$ cat config.mk
export PLATFORM = sky130hd
export DESIGN_NAME = glyph_bitmap_expander_top
export DESIGN_NICKNAME = d
export VERILOG_FILES = /design/src/rtl/core/gbe_pkg.sv /design/src/rtl/core/glyph_bitmap_expander_top.sv /design/src/rtl/core/gbe_emitter.sv
export SDC_FILE = /design/constraint.sdc
export NUM_CORES = 1
export LEC_CHECK = 0
export ABC_AREA = 1
export BUFFER_PORTS_ARGS = -buffer_cell sky130_fd_sc_hd__buf_4
export CAP_MARGIN = 25
export CELL_PAD_IN_SITES_DETAIL_PLACEMENT = 2
export CELL_PAD_IN_SITES_GLOBAL_PLACEMENT = 2
export CORE_MARGIN = 2
export CORE_UTILIZATION = 35
export DETAILED_ROUTE_END_ITERATION = 12
export MAX_ROUTING_LAYER = met4
export PLACE_DENSITY = 0.79
export SYNTH_ARGS = -nofsm -noshare
export SYNTH_HDL_FRONTEND = slang
export SYNTH_HIERARCHICAL = 1
export SYNTH_SLANG_ARGS = --single-unit
$ cat constraint.sdc
create_clock -name clk -period 3.6 [get_ports clk]
set_clock_uncertainty 0.15 [all_clocks]
set_input_delay 0.36 -clock clk [delete_from_list [all_inputs] [get_ports clk]]
set_output_delay 0.36 -clock clk [all_outputs]
set_load 0.01 [all_outputs]
$ cat src/rtl/core/gbe_pkg.sv
// Shared types, constants and helpers for the glyph bitmap expander.
// No dependencies; imported by gbe_emitter, gbe_checker and glyph_bitmap_expander_top.
package gbe_pkg;

    localparam int unsigned BYTE_BITS = 8;
    localparam int unsigned IDX_W     = 3;
    localparam int unsigned ORIGIN_W  = 15;
    localparam int unsigned COORD_W   = 16;
    localparam int unsigned DIM_W     = 8;
    localparam int unsigned COL_W     = 5;
    localparam int unsigned RBYTES_W  = 6;

    localparam logic [BYTE_BITS-1:0] BIT_MSB = 8'h80;

    // One expanded bitmap byte: which columns to write and where they land.
    typedef struct packed {
        logic [BYTE_BITS-1:0]      mask;
        logic signed [COORD_W-1:0] x;
        logic signed [COORD_W-1:0] y;
        logic [DIM_W-1:0]          value;
    } byte_job_t;

    // Column (0 = bit 7) of the leftmost set bit of a byte mask.
    function automatic logic [IDX_W-1:0] first_pixel(input logic [BYTE_BITS-1:0] mask);
        logic [IDX_W-1:0] idx;
        idx = '0;
        for (int b = BYTE_BITS - 1; b >= 0; b--)
        begin
            if (mask[BYTE_BITS-1-b])
            begin
                idx = IDX_W'(b);
            end
        end
        return idx;
    endfunction

endpackage

$ cat src/rtl/core/glyph_bitmap_expander_top.sv
// Glyph bitmap expander: turns 1-bit-per-pixel glyph bytes into pixel writes.
// Depends on gbe_pkg and gbe_emitter.
//
// Input channel (in_valid/in_ready) carries one bitmap byte per transfer, rows
// padded to whole bytes, leftmost pixel in bit 7. A byte with start_glyph set
// latches origin, width, height and draw value and restarts the row and byte
// counters. Output channel (out_valid/out_ready) carries one pixel write per
// transfer, in order of rising column; last_of_byte marks the final write
// caused by a byte. Bytes that cause no write (padding only, after the last
// row, zero width or height) are taken and produce no output transfer.
//
// Each accepted byte is held in the emitter's pending mask and payload
// registers, and each write in its result register. A byte with n set
// in-glyph bits (up to 8) makes n writes, one output transfer per cycle while
// the receiver takes them; the next byte is taken in the same cycle as the
// final write of the current one leaves; a byte with no writes leaves it idle.
// Reset clears geometry and counters to zero and empties both registers.
// When the receiver stalls, the result register holds its write and the
// pending byte waits; in_ready drops until that byte is drained.
module glyph_bitmap_expander_top (
    input  logic                               clk,
    input  logic                               rst_n,
    input  logic                               in_valid,
    output logic                               in_ready,
    input  logic [gbe_pkg::BYTE_BITS-1:0]      bitmap_byte,
    input  logic                               start_glyph,
    input  logic signed [gbe_pkg::ORIGIN_W-1:0] origin_x,
    input  logic signed [gbe_pkg::ORIGIN_W-1:0] origin_y,
    input  logic [gbe_pkg::DIM_W-1:0]          glyph_width,
    input  logic [gbe_pkg::DIM_W-1:0]          glyph_height,
    input  logic [gbe_pkg::DIM_W-1:0]          draw_value,
    output logic                               out_valid,
    input  logic                               out_ready,
    output logic signed [gbe_pkg::COORD_W-1:0] pixel_x,
    output logic signed [gbe_pkg::COORD_W-1:0] pixel_y,
    output logic [gbe_pkg::DIM_W-1:0]          write_value,
    output logic                               last_of_byte
);
    import gbe_pkg::*;

    logic [ORIGIN_W-1:0] base_x_reg,  base_x_next;
    logic [ORIGIN_W-1:0] base_y_reg,  base_y_next;
    logic [DIM_W-1:0]    width_reg,   width_next;
    logic [DIM_W-1:0]    height_reg,  height_next;
    logic [DIM_W-1:0]    value_reg,   value_next;
    logic [COL_W-1:0]    byte_col_reg, byte_col_next;
    logic [DIM_W-1:0]    row_reg,     row_next;

    logic [RBYTES_W-1:0] bytes_per_row;
    logic [RBYTES_W-1:0] col_plus;
    logic                active;
    logic [DIM_W-1:0]    col;
    byte_job_t           job;
    logic                accept;

    assign accept = in_valid && in_ready;

    // Effective geometry for this byte: fresh from the ports on a glyph start.
    always_comb
    begin
        if (start_glyph)
        begin
            base_x_next   = origin_x;
            base_y_next   = origin_y;
            width_next    = glyph_width;
            height_next   = glyph_height;
            value_next    = draw_value;
            byte_col_next = '0;
            row_next      = '0;
        end
        else
        begin
            base_x_next   = base_x_reg;
            base_y_next   = base_y_reg;
            width_next    = width_reg;
            height_next   = height_reg;
            value_next    = value_reg;
            byte_col_next = byte_col_reg;
            row_next      = row_reg;
        end

        bytes_per_row = RBYTES_W'(({1'b0, width_next} + 9'(BYTE_BITS - 1)) >> IDX_W);
        active        = (bytes_per_row != '0) && (row_next < height_next);
        col_plus      = {1'b0, byte_col_next} + 6'd1;

        // Column mask: set bits inside the glyph width.
        job.mask = '0;
        for (int b = 0; b < BYTE_BITS; b++)
        begin
            col = {byte_col_next, IDX_W'(b)};
            job.mask[BYTE_BITS-1-b] = active && bitmap_byte[BYTE_BITS-1-b]
                                      && (col < width_next);
        end
        job.x     = $signed({base_x_next[ORIGIN_W-1], base_x_next})
                    + $signed({{(COORD_W-COL_W-IDX_W){1'b0}}, byte_col_next, {IDX_W{1'b0}}});
        job.y     = $signed({base_y_next[ORIGIN_W-1], base_y_next})
                    + $signed({{(COORD_W-DIM_W){1'b0}}, row_next});
        job.value = value_next;
    end

    // Geometry and counter registers advance on each input transfer.
    always_ff @(posedge clk or negedge rst_n)
    begin
        if (!rst_n)
        begin
            base_x_reg   <= '0;
            base_y_reg   <= '0;
            width_reg    <= '0;
            height_reg   <= '0;
            value_reg    <= '0;
            byte_col_reg <= '0;
            row_reg      <= '0;
        end
        else if (accept)
        begin
            base_x_reg <= base_x_next;
            base_y_reg <= base_y_next;
            width_reg  <= width_next;
            height_reg <= height_next;
            value_reg  <= value_next;
            if (!active)
            begin
                byte_col_reg <= byte_col_next;
                row_reg      <= row_next;
            end
            else if (col_plus >= bytes_per_row)
            begin
                byte_col_reg <= '0;
                row_reg      <= row_next + 8'd1;
            end
            else
            begin
                byte_col_reg <= col_plus[COL_W-1:0];
                row_reg      <= row_next;
            end
        end
    end

    gbe_emitter u_emitter (
        .clk          (clk),
        .rst_n        (rst_n),
        .job          (job),
        .job_valid    (in_valid),
        .job_ready    (in_ready),
        .out_valid    (out_valid),
        .out_ready    (out_ready),
        .pixel_x      (pixel_x),
        .pixel_y      (pixel_y),
        .write_value  (write_value),
        .last_of_byte (last_of_byte)
    );

endmodule

$ cat src/rtl/core/gbe_emitter.sv
// Pixel emitter: holds one expanded byte, sends its writes one per cycle unless stalled.
// Depends on gbe_pkg for byte_job_t, BIT_MSB and first_pixel().
module gbe_emitter (
    input  logic                              clk,
    input  logic                              rst_n,
    input  gbe_pkg::byte_job_t                job,
    input  logic                              job_valid,
    output logic                              job_ready,
    output logic                              out_valid,
    input  logic                              out_ready,
    output logic signed [gbe_pkg::COORD_W-1:0] pixel_x,
    output logic signed [gbe_pkg::COORD_W-1:0] pixel_y,
    output logic [gbe_pkg::DIM_W-1:0]          write_value,
    output logic                              last_of_byte
);
    import gbe_pkg::*;

    logic [BYTE_BITS-1:0]      mask_reg;
    logic [BYTE_BITS-1:0]      mask_next;
    logic signed [COORD_W-1:0] x_reg;
    logic signed [COORD_W-1:0] y_reg;
    logic [DIM_W-1:0]          value_reg;
    logic                      out_valid_reg;
    logic                      out_valid_next;
    logic signed [COORD_W-1:0] pixel_x_reg;
    logic signed [COORD_W-1:0] pixel_y_reg;
    logic [DIM_W-1:0]          write_value_reg;
    logic                      last_reg;

    logic [IDX_W-1:0]     col;
    logic [BYTE_BITS-1:0] rest_mask;
    logic                 is_last;
    logic                 emit;
    logic                 load;

    // Pick the leftmost pending pixel and see whether it is the final one.
    always_comb
    begin
        col       = first_pixel(mask_reg);
        rest_mask = mask_reg & ~(BIT_MSB >> col);
        is_last   = (rest_mask == '0);
        emit      = (mask_reg != '0) && (!out_valid_reg || out_ready);
        job_ready = (mask_reg == '0) || (emit && is_last);
        load      = job_valid && job_ready;
    end

    // Next pending mask and output valid.
    always_comb
    begin
        if (load)
        begin
            mask_next = job.mask;
        end
        else if (emit)
        begin
            mask_next = rest_mask;
        end
        else
        begin
            mask_next = mask_reg;
        end

        if (emit)
        begin
            out_valid_next = 1'b1;
        end
        else if (out_ready)
        begin
            out_valid_next = 1'b0;
        end
        else
        begin
            out_valid_next = out_valid_reg;
        end
    end

    // Control state.
    always_ff @(posedge clk or negedge rst_n)
    begin
        if (!rst_n)
        begin
            mask_reg      <= '0;
            out_valid_reg <= 1'b0;
        end
        else
        begin
            mask_reg      <= mask_next;
            out_valid_reg <= out_valid_next;
        end
    end

    // Byte payload, captured on each transfer from the input side.
    always_ff @(posedge clk)
    begin
        if (load)
        begin
            x_reg     <= job.x;
            y_reg     <= job.y;
            value_reg <= job.value;
        end
    end

    // Result register, loaded whenever a pixel write is emitted.
    always_ff @(posedge clk)
    begin
        if (emit)
        begin
            pixel_x_reg     <= x_reg + $signed({{(COORD_W-IDX_W){1'b0}}, col});
            pixel_y_reg     <= y_reg;
            write_value_reg <= value_reg;
            last_reg        <= is_last;
        end
    end

    assign out_valid    = out_valid_reg;
    assign pixel_x      = pixel_x_reg;
    assign pixel_y      = pixel_y_reg;
    assign write_value  = write_value_reg;
    assign last_of_byte = last_reg;

endmodule

-- Yosys cells after proc, flatten, opt, wreduce, memory -nomap -nowiden
Cells that the tools add are included.
- ROM bits: 0
- bits in writable memories: 0
- input port bits: 67
- memories kept: 0
- register bits: 157
- latch bits: 0
- add/subtract/negate cells: 6
- reductions and logical operators: 29
- bitwise gates (word level): 2
- magnitude comparators: 10
- mux-type cells: 23
- multipliers: 0
- divide/modulo/power cells: 0
- equality and inequality tests: 0
- shift operators: 1
- operators by type and width (operator ; number):
    8-bit < comparator ; 9
    8-bit two-way mux ; 8
    15-bit by 9-bit adder with 16-bit output ; 2
    15-bit two-way mux ; 2
    3-bit two-way mux ; 8
    1-bit logical AND ; 20
    16-bit by 4-bit adder with 16-bit output ; 1
    8-bit zero test ; 2
    5-bit two-way mux ; 3
    8-bit by 3-bit adder with 9-bit output, second input constant ; 1
    8-bit by 1-bit adder with 8-bit output, second input constant ; 1
    8-bit bitwise AND ; 1
    8-bit NOT ; 1
    8-bit nonzero test ; 1
    8-bit by 3-bit >> shifter with 8-bit output, first input constant ; 1
    5-bit by 1-bit adder with 6-bit output, second input constant ; 1
    6-bit >= comparator ; 1
    6-bit nonzero test ; 1
    2-bit nonzero test ; 2
    1-bit logical OR ; 2
    1-bit two-way mux ; 2
    1-bit zero test ; 1

-- Logic depth before layout (Yosys ltp)
- word-level depth: 16
- gate-level depth with buffers: 21
- gate-level depth less buffers: 21

-- Hierarchy
The synthesis kept the hierarchy.
- by module, submodules not included (module ; area each (um^2) ; cells an instance ; times used ; seq. area each (um^2)):
    glyph_bitmap_expander_top ; 5185.0 ; 761 ; 1 ; 1676.6
    gbe_emitter ; 3528.4 ; 261 ; 1 ; 2657.5

-- Worst setup path after synthesis
Ideal clock, no wire load.
- path kind: flip-flop to flip-flop
- start: register u_emitter.mask_reg[3]
- end: register u_emitter.mask_reg[1]
- data required time: 3.384 ns
- stages on the path, launching flop included: 9
- path slack: 0.380 ns
- buffers on the path: 0
- setup time: 0.066 ns
- data arrival time: 3.004 ns
- cell sequence: dfrtp_1 nor2_1 nand2_1 nor2_2 nor2_1 a21oi_2 inv_2 nand3_1 nand2_1
- elaborated cells on any way between the ends: 18
- those cells by class: shift: 1; mux: 7; bitwise: 2; reduce/logical: 8
- RTL lines (element ; line ; RTL):
    start, declared ; gbe_emitter.sv:18 ; logic [BYTE_BITS-1:0] mask_reg;
    start signal, assigned ; gbe_emitter.sv:87 ; mask_reg <= mask_next;
    8-bit nonzero test * ; gbe_emitter.sv:42 ; emit = (mask_reg != '0) && (!out_valid_reg || out_ready);
    1-bit logical AND * ; gbe_emitter.sv:42 ;
    via u_emitter.emit ; gbe_emitter.sv:33 ; logic emit;
    1-bit logical AND ; gbe_emitter.sv:43 ; job_ready = (mask_reg == '0) || (emit && is_last);
    1-bit logical OR ; gbe_emitter.sv:43 ;
    1-bit logical AND ; gbe_emitter.sv:44 ; load = job_valid && job_ready;
    8-bit two-way mux or 2-bit nonzero test (tied branches) ; - ;
Mark *: on every way through the listed nets, which the timed path passes. The rest lies on a longest branch. The select of a mux whose other input is x is not followed.
A chain may end at the register's enable or synchronous reset.

-- Worst setup path after layout
- start: register byte_col_reg[1]
- end: register byte_col_reg[3]
- cells in the longest elaborated chain, start to end: 5
- RTL lines (element ; line ; RTL):
    start, declared ; glyph_bitmap_expander_top.sv:46 ; logic [COL_W-1:0] byte_col_reg, byte_col_next;
    start signal, assigned ; glyph_bitmap_expander_top.sv:123 ; byte_col_reg <= byte_col_next;
    start signal, assigned ; glyph_bitmap_expander_top.sv:133 ; byte_col_reg <= col_plus[COL_W-1:0];
    5-bit two-way mux * ; glyph_bitmap_expander_top.sv:61 ; if (start_glyph)
    5-bit by 1-bit adder with 6-bit output * ; glyph_bitmap_expander_top.sv:84 ; col_plus = {1'b0, byte_col_next} + 6'd1;
    6-bit >= comparator ; glyph_bitmap_expander_top.sv:126 ; else if (col_plus >= bytes_per_row)
    5-bit two-way mux * ; glyph_bitmap_expander_top.sv:126 ;
    5-bit two-way mux * ; glyph_bitmap_expander_top.sv:121 ; if (!active)
Every way passes the cells marked *; elsewhere a longest branch is shown, timed or not.

==> metrics.txt <==
status complete, no violations; diodes inserted 0; Post-CTS Resized 0; peak supply drop 276 uV; worst-skew pair later-pin latency 440 ps; # H-tree levels 4; vias in the first global route ~8000; clk root buf clkbuf_16; Reg power frac 39.7%; Clock Sinks 157; Worst Hold Class in2reg; total gr overflow 0; Ports 110; fin crit period 3000 ps; global-route wire length before repair 41.4 mm; Max FO, Critical Path 8; count of max-cap constraint violations 0; Worst-path clk slew 70 ps; count leader, synth nand2_1; Worst-Margin Slew 653 ps; HPWL Detailed around 18 mm; DR DRC count 0; Mapped Nets 1128; count of final setup violators 0; Die Ht 162 um; NetSw between 0.003 and 0.004 W; Compound-Gate Fraction of Synth Area 9.42%; Most used DFF post-synth edfxtp_1; adder-cell share of the synthesized area just under 6%; internal power approximately 0.0048 W; minimum hold slack ~52 ps; CTS tree done; EDFF count, synth 81; FP Rows 57; #FFs+latches synth 157; drt first pass iters 4; clock share of power 23.7%; initial drt markers 236; Tot GR Track Use 20.7%; post-cts hold buffer count 1; Post-Synthesis Cells between 1000 and 1500; Via density 4.89; buffer count from post-CTS setup fixing 0; Post-Synth XOR/XNOR Area 3.82%; top cell type's share of synthesized area 27.9%; Final Cycle Share 83.3%; Chip Width 162 um; Layout area overhead 20.9%; largest family of logic cells by synthesized area simple AND/OR/NAND/NOR gates; library cells used by synthesis 41; final wirelength 25.3 mm; CP required around 3800 ps; critical path launch point type flop; r2r setup slk about 600 ps; Max Clk Rate 333 MHz; RD Place Congestion a little over 0.8; core area 24400 um2; async set-or-reset flop fraction in the synthesized netlist approximately half; Simple-Gate Fraction of Synth Area 22.4%; power per cell area 753 nW/um2; mapped cell area 8710 um2; most common library cells after synthesis 286 x nand2_1, 153 x inv_1, 102 x o21ai_0; crit path kind reg2reg; Yosys top cell by area edfxtp_1; Buffers on Ports 109; switch share about 39%; nets@finish about 1200; CTS max path bufs 2; largest net degree at the start of global routing 65; Final Hold Fails 0; mux share of post-synthesis cell area 0%; Final Max Tran Viols 0; ranking of synthesized cells by area edfxtp_1 28%, dfrtp_1 22%, nand2_1 12%; CP Data Arrival Time 3210 ps; post-route ant nets 0; sequential area share after synthesis 49.7%; Routed WL per cell 17.2 um; layout cells sized above 1 around 18%; die area roughly 26000 um2; Slew HR 56.5%; Via Count 7177; CP endpoint kind flop; leakage 5.19 nW; CTS Buf Count 17; yosys warns 6; Avg Synthesized Cell Area 8.53 um2; initial core utilization 35.7%; unrepaired setup endpoints after global routing no; setup TNS 0 ps; Logic pwr share between 30% and 40%; initial antenna violation count 0
cell families (layout without fill, tap and decap cells):
group / Yosys count / in the layout
compound gates: 148 / 148
xor+xnor: 38 / 38
fa+ha+maj: 39 / 39
buf+inv: 190 / 313
flops: 157 / 157
simple gates: 450 / 450
worst max-delay path, cell delays in order, from the launching register on:
cell and delay [ps]:
dfrtp_1 420, nand2_1 170, inv_1 120, ha_1 240, nand3_1 120, xor2_1 270, ha_1 310, nand2_1 90
nor2_1 50, o21ai_0 80, nand3_1 260, inv_1 300, nand2_1 80, nand3_1 90, nand3_1 100, nand2_1 90
power groups by stage:
stage / clock network (W) / registers (W) / logic [W]
6_report: 0.00188 / 0.00315 / 0.00290
5_1_grt: 0.00198 / 0.00323 / 0.00332
3_5_place_dp: 0 / 0.00319 / 0.00293
3_3_place_gp: 0 / 0.00313 / 0.00278
2_1_floorplan: 0 / 0.00318 / 0.00177
4_1_cts: 0.00193 / 0.00316 / 0.00298
layout make-up:
| type | instances | area [um2] |
|---|---|---|
| Multi-Input combinational cell | 675 | 3620 |
| Clock buffer | 17 | 425 |
| Sequential cell | 157 | 4330 |
| Timing Repair Buffer | 123 | 963 |
| Tap cell | 324 | 405 |
| Fill cell | 2729 | 13900 |
| Clock inverter | 15 | 190 |
| Inverter | 158 | 593 |
per-layer routing:
metal  track usage (%)  wire length (um)  up-vias
met1              24.9             11100     3562
li1                  -                 -     3507
met5                 -                 0        -
met2              36.9             13400       90
met3              2.83               555       18
met4              4.63               259        0
final timing paths:
kind / start / to / depth (start not counted)
max: byte_col_reg[1] / byte_col_reg[3] / 15
min: glyph_height[5] / height_reg[5] / 3
max reg2reg: byte_col_reg[1] / byte_col_reg[3] / 15
min reg2reg: u_emitter/y_reg[11] / u_emitter/pixel_y[11] / 0
max in group asynchronous: rst_n / row_reg[7] / 3
min in group asynchronous: rst_n / width_reg[0] / 2
cell usage in the layout (no fill, tap or decap), types with 14 or more instances in the layout:
cell type  count
a21oi_1       19
buf_4        119
clkbuf_16     17
dfrtp_1       76
edfxtp_1      81
ha_1          37
inv_1        153
nand2_1      285
nand3_1       56
nand4_1       15
nor2_1        47
nor2_2        14
o21ai_0      102
xor2_1        31
metrics by stage:
stage          power (W)  std cells  area (um2)  utilization (%)  setup slack [ps]
6_report         0.00793       1469       10500             43.2               601
5_1_grt          0.00853       1469       10500             43.2               328
4_1_cts          0.00807       1469       10500             43.2               560
3_5_place_dp     0.00612       1436        9910             40.6               273
3_3_place_gp     0.00591       1436        9910             40.6               460
2_1_floorplan    0.00495       1022        8710                -               380
Power figures use the tool's default switching activity.
